### src/sffm_pkg.sv
package sffm_pkg;

    // Default build parameters
    localparam int unsigned SINE_TABLE_BITS_DEF = 10;
    localparam int unsigned PHASE_BITS_DEF      = 32;

    // Queue depths (powers of two) and their occupancy widths
    localparam int unsigned MID_DEPTH = 4;
    localparam int unsigned OUT_DEPTH = 8;
    localparam int unsigned MID_CNT_W = $clog2(MID_DEPTH + 1);
    localparam int unsigned OUT_CNT_W = $clog2(OUT_DEPTH + 1);

    // Configuration port
    localparam int unsigned CFG_ADDR_W = 5;
    localparam int unsigned CFG_DATA_W = 32;

    localparam logic [2:0] REG_OFFSET           = 3'd0;
    localparam logic [2:0] REG_AMPLITUDE        = 3'd1;
    localparam logic [2:0] REG_CARRIER_STEP     = 3'd2;
    localparam logic [2:0] REG_SIGNAL_STEP      = 3'd3;
    localparam logic [2:0] REG_MODULATION_INDEX = 3'd4;

    // pi/2 in Q30 and 2^32/(2*pi)
    localparam logic [63:0] HALF_PI_Q30    = 64'd1686629713;
    localparam logic [29:0] INV_TWO_PI_Q32 = 30'd683565276;

    typedef struct packed {
        logic signed [15:0] offset;
        logic signed [15:0] amplitude;
        logic [31:0]        carrier_step;
        logic [31:0]        signal_step;
        logic [15:0]        modulation_index;
    } sffm_cfg_t;

    // Quarter-wave sine entry: round(32767 * sin(pi/2 * idx / 2^tbits)),
    // from a ten-term Taylor series in Q30. Evaluated at elaboration only.
    function automatic logic [14:0] sine_entry(input int unsigned idx,
                                               input int unsigned tbits);
        logic [63:0]        x;
        logic [63:0]        x2;
        logic [63:0]        term;
        logic [63:0]        v;
        logic signed [63:0] sum;
        x    = (HALF_PI_Q30 * 64'(idx)) >> tbits;
        x2   = (x * x) >> 30;
        term = x;
        sum  = $signed(x);
        term = ((term * x2) >> 30) / 64'd6;
        sum  = sum - $signed(term);
        term = ((term * x2) >> 30) / 64'd20;
        sum  = sum + $signed(term);
        term = ((term * x2) >> 30) / 64'd42;
        sum  = sum - $signed(term);
        term = ((term * x2) >> 30) / 64'd72;
        sum  = sum + $signed(term);
        term = ((term * x2) >> 30) / 64'd110;
        sum  = sum - $signed(term);
        term = ((term * x2) >> 30) / 64'd156;
        sum  = sum + $signed(term);
        term = ((term * x2) >> 30) / 64'd210;
        sum  = sum - $signed(term);
        term = ((term * x2) >> 30) / 64'd272;
        sum  = sum + $signed(term);
        term = ((term * x2) >> 30) / 64'd342;
        sum  = sum - $signed(term);
        if (sum < 0)
        begin
            sum = 64'sd0;
        end
        v = (64'(sum) * 64'd32767 + 64'd536870912) >> 30;
        if (v > 64'd32767)
        begin
            v = 64'd32767;
        end
        return v[14:0];
    endfunction

endpackage

### src/sffm_front.sv
module sffm_front
    import sffm_pkg::*;
#(
    parameter int unsigned PHASE_BITS = PHASE_BITS_DEF
)
(
    input  logic                  clk,
    input  logic                  rst_n,
    input  logic                  push,
    output logic                  full,
    input  logic [31:0]           sample_index,
    input  sffm_cfg_t             cfg,
    input  logic [MID_CNT_W-1:0]  mid_count,
    output logic                  mid_push,
    output logic [PHASE_BITS-1:0] mid_carrier,
    output logic [PHASE_BITS-1:0] mid_signal
);

    localparam int unsigned OCC_W = MID_CNT_W + 1;

    logic                  accept;
    logic [OCC_W-1:0]      occupancy;
    logic                  v0_reg;
    logic                  v1_reg;
    logic [31:0]           n_reg;
    logic [31:0]           cph_raw;
    logic [31:0]           sph_raw;
    logic [PHASE_BITS-1:0] cph_reg;
    logic [PHASE_BITS-1:0] sph_reg;

    // Scale a 32-bit turn to PHASE_BITS: drop low bits or append zeros
    function automatic logic [PHASE_BITS-1:0] to_phase(input logic [31:0] p);
        logic [PHASE_BITS+31:0] wide;
        wide = {p, PHASE_BITS'(0)};
        return wide[PHASE_BITS+31 -: PHASE_BITS];
    endfunction

    // Count queued plus in-flight items against the queue depth
    assign occupancy = OCC_W'(mid_count) + OCC_W'(v0_reg) + OCC_W'(v1_reg);
    assign full      = (occupancy >= OCC_W'(MID_DEPTH));
    assign accept    = push & ~full;

    assign cph_raw = n_reg * cfg.carrier_step;
    assign sph_raw = n_reg * cfg.signal_step;

    assign mid_push    = v1_reg;
    assign mid_carrier = cph_reg;
    assign mid_signal  = sph_reg;

    always_ff @(posedge clk or negedge rst_n)
    begin
        if (!rst_n)
        begin
            v0_reg <= 1'b0;
            v1_reg <= 1'b0;
        end
        else
        begin
            v0_reg <= accept;
            v1_reg <= v0_reg;
        end
    end

    always_ff @(posedge clk)
    begin
        n_reg   <= sample_index;
        cph_reg <= to_phase(cph_raw);
        sph_reg <= to_phase(sph_raw);
    end

endmodule

### config.mk
export PLATFORM = sky130hd
export DESIGN_NAME = sffm_front
export DESIGN_NICKNAME = d
export VERILOG_FILES = /design/src/sffm_pkg.sv /design/src/sffm_front.sv
export SDC_FILE = /design/constraint.sdc
export NUM_CORES = 2
export LEC_CHECK = 0
export CAP_MARGIN = 25
export CELL_PAD_IN_SITES_DETAIL_PLACEMENT = 2
export CELL_PAD_IN_SITES_GLOBAL_PLACEMENT = 2
export CORE_MARGIN = 4
export CORE_UTILIZATION = 45
export CTS_BUF_LIST = sky130_fd_sc_hd__clkbuf_16
export DETAILED_ROUTE_END_ITERATION = 8
export DONT_BUFFER_PORTS = 1
export PLACE_DENSITY = 0.95
export SYNTH_ARGS = -nofsm -noshare
export SYNTH_HDL_FRONTEND = slang
export SYNTH_SLANG_ARGS = --single-unit
### constraint.sdc
create_clock -name clk -period 18.29 [get_ports clk]
set_clock_uncertainty 0.1 [all_clocks]
set_input_delay 1.829 -clock clk [delete_from_list [all_inputs] [get_ports clk]]
set_output_delay 1.829 -clock clk [all_outputs]
set_load 0.01 [all_outputs]
# == Yosys cells after proc, flatten, opt, wreduce, memory -nomap -nowiden ==
# Cells that the tools add are included.
# totals
ff_bits,98
input_bits,150
out_inout_bits,66
word_cells,12
# op_classes
add_sub_neg,2
multipliers,2
magnitude_cmp,1
bitwise_logic,2
# op_table
cell,n
multiplier 32 x 32 -> 32 bit,2
adder 3 x 1 -> 4 bit,1
adder 4 x 1 -> 4 bit,1
>= comparator 4 x 3 -> 1 bit (second input constant),1
AND 1 bit,1
NOT 1 bit,1

# == Logic depth before layout (Yosys ltp) ==
# logic_depth
ltp_word,5
depth_mapped,27
depth_no_buf,24

# == Worst setup path before layout ==
# Ideal clock, no wire load.
# synth_timing
path_kind,input to register
startpoint,input cfg[51] in the netlist's numbering
endpoint,"register cph_reg[30], in the netlist mid_carrier[30]"
setup_time_ns,0.072
t_arrival_ns,8.183
required_ns,18.118
slack_ns,9.935
stages,24
path_buffers,2
cell_sequence,clkbuf_1 clkbuf_1 and2_1 fa_1 inv_1 fa_1 fa_1 fa_1 inv_1 fa_1 inv_1 fa_1 inv_1 fa_1 fa_1 ha_1 and3_4 and4_1 and3_1 a22oi_2 nand2_1 a2111o_1 a31oi_1 xnor2_1
# synth_via
elab_chain_cells,1
# synth_rtl
element,line_no,text
from (decl),sffm_front.sv:12,"input sffm_cfg_t cfg,"
multiplier 32 x 32 -> 32 bit,sffm_front.sv:43,assign cph_raw = n_reg * cfg.carrier_step;
named net cph_raw[30],sffm_front.sv:26,logic [31:0] cph_raw;
to (signal assigned),sffm_front.sv:67,cph_reg <= to_phase(cph_raw);
to (decl),sffm_front.sv:28,logic [PHASE_BITS-1:0] cph_reg;
# The timed path passes the listed nets, and every way through them passes these cells.

# == Worst setup path after layout ==
# layout_timing
startpoint,input cfg[18] in the netlist's numbering
endpoint,"register sph_reg[31], in the netlist mid_signal[31]"
# layout_via
elab_chain_cells,1
# layout_rtl
element,line_no,text
multiplier 32 x 32 -> 32 bit,sffm_front.sv:44,assign sph_raw = n_reg * cfg.signal_step;
named net sph_raw[31],sffm_front.sv:27,logic [31:0] sph_raw;
to (signal assigned),sffm_front.sv:68,sph_reg <= to_phase(sph_raw);
to (decl),sffm_front.sv:29,logic [PHASE_BITS-1:0] sph_reg;
# The timed path passes the listed nets, and every way through them passes these cells.

==> summary.md <==
For the die area, the log shows 79020 um2. The actual transition at the worst max-transition pin was 0.9376 ns; the number of flops mapped to enable cells by yosys was 0. The tools report the final estimated routing congestion in global placement as 0.8176. Walking the worst path, the cells encountered are and2_1 -> fa_1 -> inv_1 -> fa_1 -> fa_1 -> fa_1 -> inv_1 -> fa_1 -> inv_1 -> fa_1 -> inv_1 -> fa_1 -> fa_1 -> ha_1 -> a21oi_1 -> o21ai_1 -> a311o_1 -> a21oi_1 -> nand4_1 -> a31oi_1 -> o21ai_1 -> xnor2_1. The run gives 0.3749 as the tightest slew margin relative to the limit. The tree is rooted in a sky130_fd_sc_hd__clkbuf_16. The startpoint of the tightest hold check path was v0_reg. For the overall via count from detail_route, the log shows 25580.

In this run the critical register-to-register path is captured at mid_carrier[31]. The tools report the global-route track usage on met2 as 0.6568. The synthesized netlist contains 59 unique library cells.

STA classifies the critical path startpoint as a primary input. Synthesis produced a netlist with a net count of 4813. Among all flip-flop cells after synthesis, the most frequent one is sky130_fd_sc_hd__dfxtp_1. Hold repair after CTS inserted 0 buffers. The total negative setup slack is 0 ns.

The total routing resource utilization after global routing was 0.3627; the clock transition time at the flip-flop clock pins of the worst setup and hold paths was 0.08 ns. The final worst-path cycle share was 0.4774; the net total in the final layout was 4656. The slowest stage of the critical path is the sky130_fd_sc_hd__fa_1 cell. TritonCTS built the clock tree. The count of nets left with antenna violations once routing finished came out at 0. The flow ran to the end, and the final reports show no timing, DRC or antenna violations. The core area is 73450 um2. The logs give 10.10 ns for the worst-case register-to-register setup slack and 0 for the final hold violation count. For the synthesized instance count, the log shows 3600.

The wire length per cell was 31.57 um. Summed over all nets, the half-perimeter wirelength after detailed placement is 110800 um. Number of cells on the worst reg-to-reg path: 24. The die is 281.1 um wide. The first global-routing pass estimated 207900 um of wire.

Setup violations remaining at the end of the flow were counted as 0. Dividing the detail-routed via count by the number of cells gives 5.799. From bottom edge to top edge, the die measures 281.1 um.

In this run the deepest clock path goes through 2 buffers. The busiest metal layer after global routing is met2. A synthesized cell averages 9.323 um2.

The met3 usage came out at 0.07152. Hold timing on the final database bottoms out at a slack of 0.3200 ns. The stage delay of the slowest cell on the critical path came out at 0.59 ns.

The run gives 0.05875 as the proportion of synthesized chip area in sequential cells. The cell that appears most often on the critical path is sky130_fd_sc_hd__fa_1. The area growth from synthesis to layout is 2.904%.

For the total cell area at the placement stage, the log shows 34230 um2. The run gives 0.4702 as the end-of-flow core utilization. The total number of H-tree levels is 3.

Starting density of the core: 0.4569. Synthesized flop and latch total: 98. The count of final max-slew check failures was 0. The path with the worst hold slack has its endpoint at mid_push. Path type of the worst setup path: primary input to register. During synthesis, Yosys emitted a total of 0 warnings. Counting the buffers created by CTS gives 9.

The run gives 0 as the number of maximum-capacitance constraint violations. The tightest min-delay check is of the register to register type. Setup repair after global routing left no endpoint under its margin.

Once layout is done, the placed cells without fillers occupy 34540 um2. Largest driver fanout on the critical path: 30. The arrival time at the worst endpoint came out at 8.91 ns. The met1 usage is 0.3568. The number of setup buffers added after CTS is 0. For the site row count, the log shows 99. For the number of clock sinks, the log shows 98.

In this run, the number of DRC markers left after iteration 0 of detailed routing was 1526. The share of layout cells above drive strength 1 was 0.01798. Along the worst hold path, the cell count comes to 0. Initial antenna violation count: 8. Timing would allow up to 114.5 MHz.

The worst register-to-register path begins at n_reg[4]. In the routed design, unresolved DRC markers number 0. The via count of the first global-routing pass is 32970. The run gives 33560 um2 as the mapped cell area.

For this run the aggregate overflow at the end of global routing stands at 0. The fraction of synthesis flops using an asynchronous set or reset pin is 0.02041. The final critical delay including setup and external delays was 8.732 ns. The tools report the critical path capture point type as a register. In this run, post-CTS repair resized a total of 0 instances. At the later pin of the worst-skew pair, clock insertion delay measures 0.43 ns. The logs give 63 for the largest net degree at the start of global routing and 139300 um for the wire length reported by the detailed router. 216 I/O pins were placed. The total iterations of the first detailed-routing run is 6, and the count of buffers inserted at the top-level ports is 0.

Data on the critical path is required at its endpoint by 18.47 ns.
==> final cells by class <==
class | instances | area [um2]
fillers | 7915 | 38920
multi-input cells | 2545 | 27990
inverters | 765 | 2872
flip-flops and latches | 98 | 1984
well taps | 959 | 1200
clock buffers | 9 | 225.2
repair buffers | 24 | 180.2
clock inverters | 7 | 75.07
diodes | 5 | 12.51
==> worst max-delay path: cells and delay by family <==
family,cells,cell delay [ns]
adder cells (fa/ha/maj),9,4.51
AO/OA/AOI/OAI,6,1.73
XOR/XNOR,1,0.14
buffers and inverters,4,0.25
AND/OR/NAND/NOR,2,0.42
==> how the worst max path moves through the flow <==
stage	start	end	slack, ns
floorplan	cfg[51]	mid_carrier[30]	9.93
global placement	cfg[50]	mid_carrier[31]	9.68
detailed placement	cfg[18]	mid_signal[31]	9.26
CTS	cfg[18]	mid_signal[31]	9.69
global route	cfg[18]	mid_signal[31]	9.38
finish	cfg[18]	mid_signal[31]	9.56
==> cell usage in the layout (no fill, tap or decap), types with 10 or more instances in the layout <==
cell	n
sky130_fd_sc_hd__and2_1	632
sky130_fd_sc_hd__a21o_1	19
sky130_fd_sc_hd__o21ai_0	18
sky130_fd_sc_hd__nor2_1	36
sky130_fd_sc_hd__ha_1	247
sky130_fd_sc_hd__nand2_1	447
sky130_fd_sc_hd__dfxtp_1	86
sky130_fd_sc_hd__xor2_1	34
sky130_fd_sc_hd__fa_1	816
sky130_fd_sc_hd__o21ai_1	15
sky130_fd_sc_hd__buf_4	24
sky130_fd_sc_hd__a21oi_1	40
sky130_fd_sc_hd__xnor2_1	133
sky130_fd_sc_hd__inv_1	766
sky130_fd_sc_hd__dfxtp_2	10
==> routing by layer <==
metal | vias up | wire (um)
met5 | - | 26
met1 | 13530 | 44170
met2 | 1289 | 72760
met4 | 4 | 13850
li1 | 10070 | -
met3 | 689 | 8453
==> cells in the mapped netlist (18+ instances only) <==
cell type,count,area (um2)
sky130_fd_sc_hd__a21o_1,19,142.6
sky130_fd_sc_hd__a21oi_1,40,200.2
sky130_fd_sc_hd__and2_1,632,3954
sky130_fd_sc_hd__clkbuf_1,184,690.7
sky130_fd_sc_hd__dfxtp_1,96,1922
sky130_fd_sc_hd__fa_1,816,16340
sky130_fd_sc_hd__ha_1,247,3090
sky130_fd_sc_hd__inv_1,765,2872
sky130_fd_sc_hd__nand2_1,447,1678
sky130_fd_sc_hd__nor2_1,36,135.1
sky130_fd_sc_hd__o21ai_0,18,90.09
sky130_fd_sc_hd__xnor2_1,133,1165
sky130_fd_sc_hd__xor2_1,34,297.8
==> kinds of logic after synthesis <==
family	share of synthesized area
DFF	0.05875
buffers and inverters	0.1073
AOI/OAI and AO/OA	0.03143
and+or+nand+nor	0.1801
xor gates and xnor gates	0.04358
adders and majority gates	0.5788
==> per-stage QoR <==
step | setup slack [ns] | std cells
2_1_floorplan | 9.935 | 3600
3_3_place_gp | 9.680 | 4391
3_5_place_dp | 9.259 | 4391
4_1_cts | 9.685 | 4407
5_1_grt | 9.383 | 4407
6_report | 9.558 | 4412
Power is left out: the tool's default activity adds up to more than one toggle a clock period on the data nets, which glitch-free logic cannot reach.
