<file path="src/sffm_pkg.sv">
package sffm_pkg;

    // Default build parameters
    localparam int unsigned SINE_TABLE_BITS_DEF = 10;
    localparam int unsigned PHASE_BITS_DEF      = 32;

    // Queue depths (powers of two) and their occupancy widths
    localparam int unsigned MID_DEPTH = 4;
    localparam int unsigned OUT_DEPTH = 8;
    localparam int unsigned MID_CNT_W = $clog2(MID_DEPTH + 1);
    localparam int unsigned OUT_CNT_W = $clog2(OUT_DEPTH + 1);

    // Configuration port
    localparam int unsigned CFG_ADDR_W = 5;
    localparam int unsigned CFG_DATA_W = 32;

    localparam logic [2:0] REG_OFFSET           = 3'd0;
    localparam logic [2:0] REG_AMPLITUDE        = 3'd1;
    localparam logic [2:0] REG_CARRIER_STEP     = 3'd2;
    localparam logic [2:0] REG_SIGNAL_STEP      = 3'd3;
    localparam logic [2:0] REG_MODULATION_INDEX = 3'd4;

    // pi/2 in Q30 and 2^32/(2*pi)
    localparam logic [63:0] HALF_PI_Q30    = 64'd1686629713;
    localparam logic [29:0] INV_TWO_PI_Q32 = 30'd683565276;

    typedef struct packed {
        logic signed [15:0] offset;
        logic signed [15:0] amplitude;
        logic [31:0]        carrier_step;
        logic [31:0]        signal_step;
        logic [15:0]        modulation_index;
    } sffm_cfg_t;

    // Quarter-wave sine entry: round(32767 * sin(pi/2 * idx / 2^tbits)),
    // from a ten-term Taylor series in Q30. Evaluated at elaboration only.
    function automatic logic [14:0] sine_entry(input int unsigned idx,
                                               input int unsigned tbits);
        logic [63:0]        x;
        logic [63:0]        x2;
        logic [63:0]        term;
        logic [63:0]        v;
        logic signed [63:0] sum;
        x    = (HALF_PI_Q30 * 64'(idx)) >> tbits;
        x2   = (x * x) >> 30;
        term = x;
        sum  = $signed(x);
        term = ((term * x2) >> 30) / 64'd6;
        sum  = sum - $signed(term);
        term = ((term * x2) >> 30) / 64'd20;
        sum  = sum + $signed(term);
        term = ((term * x2) >> 30) / 64'd42;
        sum  = sum - $signed(term);
        term = ((term * x2) >> 30) / 64'd72;
        sum  = sum + $signed(term);
        term = ((term * x2) >> 30) / 64'd110;
        sum  = sum - $signed(term);
        term = ((term * x2) >> 30) / 64'd156;
        sum  = sum + $signed(term);
        term = ((term * x2) >> 30) / 64'd210;
        sum  = sum - $signed(term);
        term = ((term * x2) >> 30) / 64'd272;
        sum  = sum + $signed(term);
        term = ((term * x2) >> 30) / 64'd342;
        sum  = sum - $signed(term);
        if (sum < 0)
        begin
            sum = 64'sd0;
        end
        v = (64'(sum) * 64'd32767 + 64'd536870912) >> 30;
        if (v > 64'd32767)
        begin
            v = 64'd32767;
        end
        return v[14:0];
    endfunction

endpackage

</file>
<file path="src/sffm_fifo.sv">
module sffm_fifo
    import sffm_pkg::*;
#(
    parameter int unsigned WIDTH = 16,
    parameter int unsigned DEPTH = 4
)
(
    input  logic                       clk,
    input  logic                       rst_n,
    input  logic                       push,
    input  logic [WIDTH-1:0]           wdata,
    input  logic                       pop,
    output logic [WIDTH-1:0]           rdata,
    output logic                       empty,
    output logic [$clog2(DEPTH+1)-1:0] count
);

    localparam int unsigned PTR_W = $clog2(DEPTH);
    localparam int unsigned CNT_W = $clog2(DEPTH + 1);

    logic [WIDTH-1:0] mem_reg [DEPTH];
    logic [PTR_W-1:0] wr_ptr_reg;
    logic [PTR_W-1:0] wr_ptr_next;
    logic [PTR_W-1:0] rd_ptr_reg;
    logic [PTR_W-1:0] rd_ptr_next;
    logic [CNT_W-1:0] count_reg;
    logic [CNT_W-1:0] count_next;
    logic             do_pop;

    assign empty  = (count_reg == '0);
    assign count  = count_reg;
    assign rdata  = mem_reg[rd_ptr_reg];
    assign do_pop = pop & ~empty;

    always_comb
    begin
        wr_ptr_next = wr_ptr_reg + PTR_W'(push);
        rd_ptr_next = rd_ptr_reg + PTR_W'(do_pop);
        count_next  = count_reg + CNT_W'(push) - CNT_W'(do_pop);
    end

    always_ff @(posedge clk or negedge rst_n)
    begin
        if (!rst_n)
        begin
            wr_ptr_reg <= '0;
            rd_ptr_reg <= '0;
            count_reg  <= '0;
        end
        else
        begin
            wr_ptr_reg <= wr_ptr_next;
            rd_ptr_reg <= rd_ptr_next;
            count_reg  <= count_next;
        end
    end

    always_ff @(posedge clk)
    begin
        if (push)
        begin
            mem_reg[wr_ptr_reg] <= wdata;
        end
    end

    // Writers hold credit, so a write never lands on a full queue
    a_no_overflow: assert property (@(posedge clk) disable iff (!rst_n)
        push |-> count_reg != CNT_W'(DEPTH))
        else $error("sffm_fifo: write while full");

    a_count_up: assert property (@(posedge clk) disable iff (!rst_n)
        (push && !do_pop) |=> count_reg == $past(count_reg) + CNT_W'(1))
        else $error("sffm_fifo: occupancy did not advance on write");

    a_count_down: assert property (@(posedge clk) disable iff (!rst_n)
        (do_pop && !push) |=> count_reg == $past(count_reg) - CNT_W'(1))
        else $error("sffm_fifo: occupancy did not drop on read");

endmodule

</file>
<file path="config.mk">
export PLATFORM = sky130hd
export DESIGN_NAME = sffm_fifo
export DESIGN_NICKNAME = d
export VERILOG_FILES = /design/src/sffm_pkg.sv /design/src/sffm_fifo.sv
export SDC_FILE = /design/constraint.sdc
export NUM_CORES = 1
export LEC_CHECK = 0
export BUFFER_PORTS_ARGS = -buffer_cell sky130_fd_sc_hd__buf_2
export CAP_MARGIN = 20
export CORE_UTILIZATION = 50
export DETAILED_ROUTE_END_ITERATION = 8
export PLACE_DENSITY = 0.81
export SETUP_SLACK_MARGIN = 0.02
export SLEW_MARGIN = 40
export SYNTH_ARGS = -nofsm -noshare
export SYNTH_HDL_FRONTEND = slang
export SYNTH_SLANG_ARGS = --single-unit
</file>
<file path="constraint.sdc">
create_clock -name clk -period 1.9 [get_ports clk]
set_input_delay 0.38 -clock clk [delete_from_list [all_inputs] [get_ports clk]]
set_output_delay 0.38 -clock clk [all_outputs]
set_load 0.03 [all_outputs]
</file>
After elaboration in Yosys (flattened, before gate mapping)
Memories as Yosys holds them, arrays and structs flattened.
Cells that the tools add are included.
Word-level totals
  RAM bits: 64
  flip-flop bits (word level): 7
  output and inout port bits: 20
  memories kept: 1
  logic and storage cells: 13
  input bits: 20
Cells by class
  reduce and logical (&&, ||, !) cells: 1
  bitwise logic cells: 2
  add/subtract/negate cells: 4
  multiplexer cells: 2
Memories
  mem_reg: depth 4, width 16, read ports 1, clocked after Yosys merged registers in 0, wr ports 1, line sffm_fifo.sv:21  | logic [WIDTH-1:0] mem_reg [DEPTH];
Operators with widths (count)
  $add 2x1->2: 2
  $add 3x1->3: 1
  $logic_not 3->1: 1
  $sub 3x1->3: 1
  $mux 1: 2
  $and 1x1->1: 1
  $not 1->1: 1

Logic depth before layout (Yosys ltp)
Gate-level depths: netlist of run 1.
  depth in word-level cells: 4
  gate-level depth with buffers: 6

Least setup slack after synthesis of run 1
No wires, ideal clock.
  kind: flip-flop to flip-flop
  from: register wr_ptr_reg[1]
  to: memory mem_reg[0][0] (enable)
  data arrival time: 1.671 ns
  setup time: 0.413 ns
  cell stages (with the launch flop): 2
  required time: 1.487 ns
  slack: -0.184 ns
  clock period less this slack: 2.084 ns
  path through: dfrtp_1 > nor3b_1
RTL lines
  start, declared: line sffm_fifo.sv:22  | logic [PTR_W-1:0] wr_ptr_reg;
  start signal, assigned: line sffm_fifo.sv:52  | wr_ptr_reg <= wr_ptr_next;
  end, declared: line sffm_fifo.sv:21
Straight into the memory's write port.

Worst setup path in the final report of run 1
  from: register rd_ptr_reg[0]
  to: output port rdata[2]
On the way
  longest elaborated chain between the ends: 1
Ends and longest elaborated chain
  start, declared: line sffm_fifo.sv:24  | logic [PTR_W-1:0] rd_ptr_reg;
  start signal, assigned: line sffm_fifo.sv:53  | rd_ptr_reg <= rd_ptr_next;
  $mem_v2 4x16
  end, declared: line sffm_fifo.sv:13  | output logic [WIDTH-1:0] rdata,
No other way between the ends.

==> key figures, run 1 <==
Final layout
  • Layout net count: 193
  • ANT cells: 0
  • Share of layout cells above drive strength 1: 46.3%
  • Most frequent cells in the layout: edfxtp_1, buf_2, mux4_2, buf_6, clkbuf_8
  • Most common library cell in the layout ignoring fill and taps: edfxtp_1
  • Max reg flops: 64
  • Layout area overhead: 23.3%

Clocking
  • Clock Tree Buf Depth: 2
  • Clock Root Buffer: clkbuf_8
  • Clk slew on worst S/H paths: 70 ps
  • CTS Buf Count: 9
  • Clock sinks: 71
  • Worst skew pair latency: 330 ps
  • CTS tree: built
  • H-Tree Depth: 3

Timing
  • Min Tclk post-route: 1980 ps
  • Worst-margin pin slew: 402 ps
  • Final Hold Vio Count: 0
  • Worst Skew: 5.47 ps
  • PnR worst setup slack: -76.2 ps
  • Final setup fails: 16
  • Final Slew Violations: 0
  • Setup_tns: -1060 ps
  • Unrepaired setup endpoints after global routing: yes
  • Tcrit/Tclk final: 104%
  • Max-Slew Margin vs Limit: 72.8%
  • Fmax: 0.506 GHz

Worst setup path
  • CP startpoint kind: flip-flop
  • Setup CP Type: flip-flop to output port
  • Worst Path Arrival: 1600 ps
  • CP endpoint kind: output port
  • CP max FO: 8
  • Critical path required time: 1520 ps

Status
  • Failing checks: negative setup slack
  • Status: complete, but fails checks

Routing
  • DR WL/cell: 17.2 um
  • Via density: 5.22
  • Total Wirelength: 4210 um
  • Routed Antenna Nets: 0
  • Routed vias: 1,280
  • Initial DRC count: 85
  • Drc violations: 0
  • Drt first pass iters: 4

Yosys
  • Top cell type's share of synthesized area: 71.3%
  • Sequential share of the synthesized area: 77.8%
  • Yosys top cell by area: edfxtp_1
  • Yosys reg bits: 71
  • Synth Net Count: 135
  • Largest cells by area after synthesis: edfxtp_1, mux4_1, mux4_2
  • Synth Cell Area: 0.00270 mm^2
  • Synth warn: 0
  • Syn Area/Cell: 24.1 um^2
  • Mapped Cells: 112
  • Number of distinct library cells after synthesis: 22

Die
  • Die Y: 75.4 um
  • Ports: 40
  • Die X-Extent: 75.4 um
  • Core ar.: 0.00514 mm^2
  • Die area: 0.00569 mm^2
  • Initial Utilization: 52.4%
  • # rows: 26

Global routing
  • Initial antenna violation count: 0
  • Largest net degree at the start of global routing: 17
  • Tot GR Track Use: 17.1%
  • First-pass GRT wire length: 6400 um
  • Overflow after GRT: 0
  • Vias in the first global route: 1,307

Placement
  • Hpwl dp: 2800 um
  • RD Place Congestion: 0.622
  • DP Worst Slack: 123 ps
  • Buffers on Ports: 39

Power and ir drop
  • P per Cell Area: 1690 mW/mm^2
  • Total power: 5.62 mW
  • Max VDD drop: 1020 uV
  • Leakage: 1.20 nW

Flow run
  • Number of max-cap violations: 0

Hold path
  • Worst Hold Class: input pin to flip-flop
## layer usage
layer	part of all wire (%)	vias to the layer above	routed length, um	GRT usage, %
met2	50	28	2110	26.7
li1	-	580	-	-
met4	3.0	0	125	11.3
met3	3.4	12	143	4.89
met5	0	-	0	0
met1	44	660	1830	20.9
## area by class of cell
| class | instances | area, um^2 |
|---|---|---|
| clock buffers | 11 | 131 |
| clock inverters | 5 | 48.8 |
| fillers | 371 | 1820 |
| inverters | 2 | 7.51 |
| multi-input cells | 35 | 524 |
| flip-flops and latches | 71 | 2100 |
| well taps | 70 | 87.6 |
| repair buffers | 51 | 425 |
## metrics by stage
stage / cell area (um^2) / util, % / std cells / hold slack (ps)
2_1_floorplan: 2700 / - / 112 / 84.4
3_3_place_gp: 3030 / 59.0 / 226 / 210
3_5_place_dp: 3030 / 59.0 / 226 / 222
4_1_cts: 3370 / 65.6 / 247 / 252
5_1_grt: 3320 / 64.7 / 245 / 249
6_report: 3320 / 64.7 / 245 / 262
## cell usage after synthesis
cell type   n
and3_1      1
and3b_1     1
buf_12      1
buf_2       2
buf_6       1
dfrtp_1     7
edfxtp_1   64
fa_1        1
ha_1        2
inv_1       2
mux2i_1     1
mux4_1      8
mux4_2      8
nand2_1     1
nor2_1      2
nor3_1      1
nor3b_1     1
o21ai_0     1
o311ai_0    1
o31ai_1     1
xnor2_1     4
xor2_1      1
## logic make-up (layout without fill, tap and decap cells)
group | Yosys count | in the layout | synth area share [%]
flip-flops | 71 | 71 | 77.8
multiplexers | 17 | 17 | 14.9
AND/OR/NAND/NOR | 7 | 7 | 1.44
buffers and inverters | 6 | 69 | 1.81
XOR/XNOR | 5 | 5 | 1.62
adder cells (fa/ha/maj) | 3 | 3 | 1.67
AO/OA/AOI/OAI | 3 | 3 | 0.789
## worst paths after layout
path | start | endpoint | slack, ps | cells past startpoint
setup / recovery | rd_ptr_reg[0] | rdata[2] | -80 | 3
hold / removal | wdata[2] | mem_reg[1][2] | 260 | 1
setup reg to reg | count[1] | count[1] | 250 | 6
hold reg to reg | rd_ptr_reg[1] | rd_ptr_reg[1] | 480 | 1
max in group asynchronous | rst_n | rd_ptr_reg[0] | 1320 | 2
min in group asynchronous | rst_n | count[1] | 410 | 2
## what timing repair did
item	4_1_cts	5_1_grt
hold endpoints to repair	7	0
gates cloned	1	0
endpoints found under the setup margin	16	16
hold buffers	1	0
buffers inserted	3	0
gates resized for setup	42	0
## worst max-delay path: stages, from the launching register on
cell     delay, ps
dfrtp_2        430
buf_12         160
mux4_2         510
buf_6          160
## power breakdown
group	total [mW]	internal (mW)	switching, mW
Sequential	2.25	2.07	0.177
Clock	1.09	0.596	0.493
Combinational	2.28	1.09	1.19
Total	5.62	3.76	1.86
Note: power is estimated with default switching activity, not from simulation.
==> run 2, diff against run 1 <==
--- a/config.mk
+++ b/config.mk
@@ -5,11 +5,12 @@
 export SDC_FILE = /design/constraint.sdc
 export NUM_CORES = 1
 export LEC_CHECK = 0
-export BUFFER_PORTS_ARGS = -buffer_cell sky130_fd_sc_hd__buf_2
 export CAP_MARGIN = 20
-export CORE_UTILIZATION = 50
+export CORE_UTILIZATION = 58
+export CTS_BUF_LIST = sky130_fd_sc_hd__clkbuf_4
 export DETAILED_ROUTE_END_ITERATION = 8
-export PLACE_DENSITY = 0.81
+export DONT_BUFFER_PORTS = 1
+export PLACE_DENSITY = 0.83
 export SETUP_SLACK_MARGIN = 0.02
 export SLEW_MARGIN = 40
 export SYNTH_ARGS = -nofsm -noshare
==> run 2 against run 1 <==
  * Via count is 8.2% lower
  * Hold slack worse by 190 ps
  * Clock skew is 6.2 ps higher
  * Utilization is 2.6 points higher
  * Highest routed layer unchanged
  * Combinational power is 16% lower
  * Sequential share of layout area is 7.5 points higher
  * Critical path type unchanged
  * The run still ends with negative setup slack left
==> key figures, run 2 (synthesis results as in run 1) <==
Clocking
  • Clk slew on worst S/H paths: 100 ps (+30 ps)
  • Clock Root Buffer: clkbuf_4
  • Clock Tree Buf Depth: 2 (unchanged)
  • CTS tree: built
  • Clock sinks: 71 (unchanged)
  • H-Tree Depth: 3 (unchanged)
  • Worst skew pair latency: 400 ps (+70 ps)
  • CTS Buf Count: 9 (unchanged)

Status
  • Status: complete, but fails checks
  • Failing checks: negative setup slack

Routing
  • Via density: 6.06 (+16%)
  • DR WL/cell: 21.3 um (+24%)
  • DR top layer: met4
  • Drt first pass iters: 4 (unchanged)
  • Drc violations: 0 (unchanged)
  • Met3 WL post-DR: 279 um (+95%)
  • Wire length on met1: 1740 um (-5.2%)
  • Metal2 WL: 2020 um (-4.4%)
  • Routed vias: 1,175 (-8.2%)
  • Total Wirelength: 4140 um (-1.8%)
  • Initial DRC count: 106 (+25%)
  • Routed Antenna Nets: 0 (unchanged)

Final layout
  • Layout net count: 163 (-16%)
  • Layout area overhead: 10.2%
  • FILL cells: 267 (-28%)
  • ANT cells: 0 (unchanged)
  • Final std cells w/o fill: 194 (-21%)
  • Share of layout cells above drive strength 1: 33.8% (-12 points)
  • Max reg flops: 64 (unchanged)
  • Fin util: 67.3% (+2.6 points)
  • Most frequent cells in the layout: edfxtp_1, mux4_2, buf_4
  • Most common library cell in the layout ignoring fill and taps: edfxtp_1

Worst setup path
  • Critical path required time: 1520 ps (about the same)
  • Worst Path Arrival: 1640 ps (+40 ps)
  • CP endpoint kind: output port
  • Setup CP Type: flip-flop to output port
  • CP max FO: 8 (unchanged)
  • CP startpoint kind: flip-flop

Global routing
  • Largest net degree at the start of global routing: 11 (-6)
  • Overflow after GRT: 0 (unchanged)
  • Tot GR Track Use: 19.0% (+2.0 points)
  • First-pass GRT wire length: 6510 um (+1.6%)
  • Vias in the first global route: 1,273 (-2.6%)
  • Initial antenna violation count: 0 (unchanged)

Power and ir drop
  • P per Cell Area: 1620 mW/mm^2 (-4.4%)
  • Leakage: 1.01 nW (-16%)
  • Max VDD drop: 1060 uV (+4.5%)
  • Total power: 4.80 mW (-15%)

Die
  • Die X-Extent: 70.2 um (-7.0%)
  • Initial Utilization: 61.1% (+8.6 points)
  • Ports: 40 (unchanged)
  • # rows: 24 (-7.7%)
  • Die Y: 70.2 um (-7.0%)
  • Die area: 0.00492 mm^2 (-13%)
  • Core ar.: 0.00441 mm^2 (-14%)

Timing
  • Final Slew Violations: 0 (unchanged)
  • Final Hold Vio Count: 0 (unchanged)
  • Fmax: 0.495 GHz (-2.1%)
  • PnR worst setup slack: -119 ps (-43.1 ps)
  • Final setup fails: 16 (unchanged)
  • Max-Slew Margin vs Limit: 73.7% (+0.90 points)
  • Worst Skew: 11.6 ps (+6.16 ps)
  • Min Tclk post-route: 2020 ps (+43.1 ps)
  • Tcrit/Tclk final: 106% (+2.3 points)
  • Setup_tns: -1440 ps (-377 ps)
  • Worst-margin pin slew: 389 ps (-13.3 ps)
  • Unrepaired setup endpoints after global routing: yes

Placement
  • Hpwl dp: 2700 um (-3.5%)
  • Placed insts: 178 (-21%)
  • Buffers on Ports: 0 (-100%)
  • RD Place Congestion: 0.734 (+18%)

Hold path
  • Worst Hold Class: input pin to flip-flop

Flow run
  • Number of max-cap violations: 0 (unchanged)
run 2: stage by stage:
stage / hold WS, ps / worst slack, ps / instance area [um^2]
floorplan: 84.4 / 175 / 2700
global placement: 84.6 / 202 / 2870
detailed placement: 84.6 / 168 / 2870
CTS: 58.2 / -129 / 2960
global route: 31.6 / -177 / 2970
finish: 68.6 / -119 / 2970
run 2: power breakdown:
part	leakage, nW	internal (mW)	switching [mW]
sequential	0.668	2.07	0.128
combinational	0.294	0.783	1.14
clock	0.0500	0.233	0.449
run 2: final cells by class:
cell class,count,area (um^2),area share (%)
Inverter,2,7.51,0.253
Sequential cell,71,2100,70.6
Timing Repair Buffer,21,191,6.44
Clock inverter,4,16.3,0.548
Clock buffer,9,67.6,2.27
Tap cell,52,65.1,2.19
Multi-Input combinational cell,35,524,17.6
run 2: worst max-delay path, cell delays in order (launching register included):
cell and delay [ps]:
dfrtp_2 440, buf_12 150, mux4_2 510, buf_6 150
run 2: final timing paths:
path	from	end	slack (ps)	depth (start not counted)
worst max register to register	count[1]	count[1]	360	6
worst min register to register	wr_ptr_reg[1]	wr_ptr_reg[1]	570	1
worst min-delay path	wdata[4]	mem_reg[2][4]	70	0
min in group asynchronous	rst_n	count[2]	310	1
max in group asynchronous	rst_n	rd_ptr_reg[0]	1320	1
worst max-delay path	rd_ptr_reg[0]	rdata[5]	-120	3
run 2: metal layers:
layer | global-route usage (%) | vias up
li1 | - | 514
met1 | 24.7 | 602
met2 | 27.7 | 47
met3 | 7.50 | 12
met4 | 10.7 | 0
met5 | 0 | -
run 2: repair_timing:
action	CTS	global route
setup buffers	1	1
hold buffers	1	0
hold endpoints to repair	7	0
gates resized for setup	13	1
endpoints found under the setup margin	16	16
==> run 3, diff against run 2 <==
--- a/config.mk
+++ b/config.mk
@@ -6,12 +6,12 @@
 export NUM_CORES = 1
 export LEC_CHECK = 0
 export CAP_MARGIN = 20
-export CORE_UTILIZATION = 58
+export CORE_UTILIZATION = 55
 export CTS_BUF_LIST = sky130_fd_sc_hd__clkbuf_4
 export DETAILED_ROUTE_END_ITERATION = 8
 export DONT_BUFFER_PORTS = 1
-export PLACE_DENSITY = 0.83
-export SETUP_SLACK_MARGIN = 0.02
+export PLACE_DENSITY = 0.8
+export SETUP_SLACK_MARGIN = 0.5
 export SLEW_MARGIN = 40
 export SYNTH_ARGS = -nofsm -noshare
 export SYNTH_HDL_FRONTEND = slang
==> run 3 against run 2 <==
  * The run still ends with negative setup slack left
  * Flip-flop and latch count is the same
  * Combinational power down 8%
  * Die area increased by 5.3%
  * Utilization down 3.1 points
  * Worst setup slack worse by 50 ps
  * Clock-buffer cell count unchanged
  * Clock power up 31%
  * Sequential share of layout area fell by 1.2 points
  * Hold slack got worse by 14 ps
  * Routed wire length down 1.2%
  * Power grew 4.6%
  * Critical endpoint is now rdata[6]
  * Highest routed layer unchanged
==> key figures, run 3 (synthesis results as in run 1) <==
Worst setup path
  • Worst Path Arrival: 1690 ps (+50 ps)
  • CP max FO: 8 (unchanged)
  • Worst reg2reg setup slack: 210 ps (-150 ps)
  • R2r startpoint: count[1]
  • Worst reg-to-reg path cell count: 6 (unchanged)
  • Setup CP Type: flip-flop to output port
  • CP endpoint kind: output port
  • R2r endpoint: count[1]
  • CP startpoint kind: flip-flop
  • Critical path required time: 1520 ps (about the same)

Global routing
  • Vias in the first global route: 1,232 (-3.2%)
  • Overflow after GRT: 0 (unchanged)
  • First-pass GRT wire length: 6430 um (-1.2%)
  • Largest net degree at the start of global routing: 17 (+6)
  • Tot GR Track Use: 18.3% (-0.71 points)
  • Initial antenna violation count: 0 (unchanged)

Final layout
  • Max reg flops: 64 (unchanged)
  • Most common library cell in the layout ignoring fill and taps: edfxtp_1
  • Post-layout instance area: 0.00303 mm^2 (+2.1%)
  • Layout net count: 156 (-4.3%)
  • Share of layout cells above drive strength 1: 40.6% (+6.8 points)
  • Layout area overhead: 12.5%
  • FILL cells: 326 (+22%)
  • Most frequent cells in the layout: edfxtp_1, mux4_2, clkbuf_4
  • ANT cells: 0 (unchanged)

Timing
  • Worst-margin pin slew: 385 ps (-3.76 ps)
  • Max-Slew Margin vs Limit: 74.0% (+0.25 points)
  • Final setup fails: 16 (unchanged)
  • PnR worst setup slack: -170 ps (-50.5 ps)
  • Min Hold Slack: 54.2 ps (-14.4 ps)
  • Final Slew Violations: 0 (unchanged)
  • Unrepaired setup endpoints after global routing: yes
  • Worst Skew: 10.5 ps (-1.12 ps)
  • Tcrit/Tclk final: 109% (+2.7 points)
  • Min Tclk post-route: 2070 ps (+50.5 ps)
  • Fmax: 0.483 GHz (-2.4%)
  • Final Hold Vio Count: 0 (unchanged)

Power and ir drop
  • Combinational power share: 35.3% (-4.7 points)
  • Clock share of power: 17.8% (+3.6 points)
  • Sw Pwr: 1.80 mW (+5.0%)
  • Leakage: 1.01 nW (-0.66%)
  • Max VDD drop: 1060 uV (-0.61%)
  • Total power: 5.03 mW (+4.6%)
  • Internal power: 3.23 mW (+4.4%)
  • P per Cell Area: 1660 mW/mm^2 (+2.5%)
  • Net Sw Frac: 35.8% (+0.12 points)
  • Seq pwr share: 46.9% (+1.1 points)

Die
  • Ports: 40 (unchanged)
  • Die Y: 72 um (+2.6%)
  • Initial Utilization: 57.1% (-4.0 points)
  • Core ar.: 0.00472 mm^2 (+7.0%)
  • Die X-Extent: 72 um (+2.6%)
  • Die area: 0.00518 mm^2 (+5.3%)
  • # rows: 25 (+4.2%)

Clocking
  • CTS tree: built
  • Clk slew on worst S/H paths: 110 ps (about the same)
  • Clock Tree Buf Depth: 2 (unchanged)
  • Clock sinks: 71 (unchanged)
  • Clock Root Buffer: clkbuf_4
  • Worst skew pair latency: 410 ps (about the same)
  • H-Tree Depth: 3 (unchanged)
  • CTS Buf Count: 9 (unchanged)

Status
  • Failing checks: negative setup slack
  • Status: complete, but fails checks

Hold path
  • Worst Min Path Start: wdata[6]
  • WHS Endpoint: mem_reg[0][6]
  • Hold path cells: 0 (unchanged)
  • Worst Hold Class: input pin to flip-flop

Routing
  • Drc violations: 0 (unchanged)
  • Routed vias: 1,137 (-3.2%)
  • Drt first pass iters: 4 (unchanged)
  • Total Wirelength: 4090 um (-1.2%)
  • Initial DRC count: 113 (+6.6%)
  • Via density: 5.55 (-8.4%)
  • Routed Antenna Nets: 0 (unchanged)
  • DR WL/cell: 19.9 um (-6.5%)

Flow run
  • Number of max-cap violations: 0 (unchanged)

Placement
  • Placed Area: 0.00286 mm^2 (-0.26%)
  • Buffers on Ports: 0 (unchanged)
  • RD Place Congestion: 0.634 (-14%)
==> run 3: cell types whose count changed in the layout (fill, tap and decap cells not counted), sizes merged <==
cell | previous run | this run
clkinv | 4 | 5
buf | 20 | 13
bufinv | 0 | 1
clkinvlp | 0 | 1
==> run 3: cell type report <==
cell class / instances / area (um^2) / area share, %
repair buffers: 14 / 144 / 4.75
flip-flops and latches: 71 / 2100 / 69.4
clock inverters: 7 / 63.8 / 2.10
clock buffers: 9 / 67.6 / 2.23
inverters: 2 / 7.51 / 0.248
multi-input cells: 35 / 561 / 18.5
well taps: 67 / 83.8 / 2.77
==> run 3: critical path, stage by stage (launching register included) <==
cell	delay [ps]
dfrtp_2	440
buf_12	160
mux4_2	520
buf_6	160
==> run 3: worst max-delay path by stage <==
| stage | start | end | slack, ps | cells past startpoint |
|---|---|---|---|---|
| 6_report | rd_ptr_reg[0] | rdata[6] | -170 | 3 |
| 2_1_floorplan | rd_ptr_reg[0] | rdata[10] | 320 | 3 |
| 4_1_cts | rd_ptr_reg[0] | rdata[6] | -200 | 3 |
| 5_1_grt | rd_ptr_reg[0] | rdata[6] | -250 | 3 |
| 3_3_place_gp | rd_ptr_reg[0] | rdata[6] | 190 | 3 |
| 3_5_place_dp | rd_ptr_reg[0] | rdata[6] | 140 | 3 |
==> run 3: per-layer routing <==
metal | up-vias | global-route usage, % | part of all wire, %
met5 | - | 0 | 0
li1 | 504 | - | -
met1 | 586 | 21.5 | 41
met3 | 9 | 8.33 | 6.6
met2 | 38 | 28.5 | 50
met4 | 0 | 9.80 | 2.3
==> run 3: per-stage QoR <==
step	TNS (ps)	utilization, %	setup slack (ps)	instances
2_1_floorplan	0	-	316	112
3_3_place_gp	0	60.6	187	185
3_5_place_dp	0	60.6	139	185
4_1_cts	-2520	63.7	-200	203
5_1_grt	-3310	64.2	-249	205
6_report	-2060	64.2	-170	205
==> run 3: power by group through the flow <==
stage	clock network (mW)	logic [mW]	registers, mW
2_1_floorplan	0	1.37	2.30
3_3_place_gp	0	1.60	2.34
3_5_place_dp	0	1.64	2.38
4_1_cts	0.918	1.75	2.36
5_1_grt	0.983	1.88	2.40
6_report	0.892	1.77	2.36
==> run 3: timing repair <==
item	in CTS	in global routing
resized for setup	17	2
pin swaps	3	2
hold buffers	1	0
endpoints found under the setup margin	19	21
endpoints found under the hold margin	7	0
setup buffers	1	2
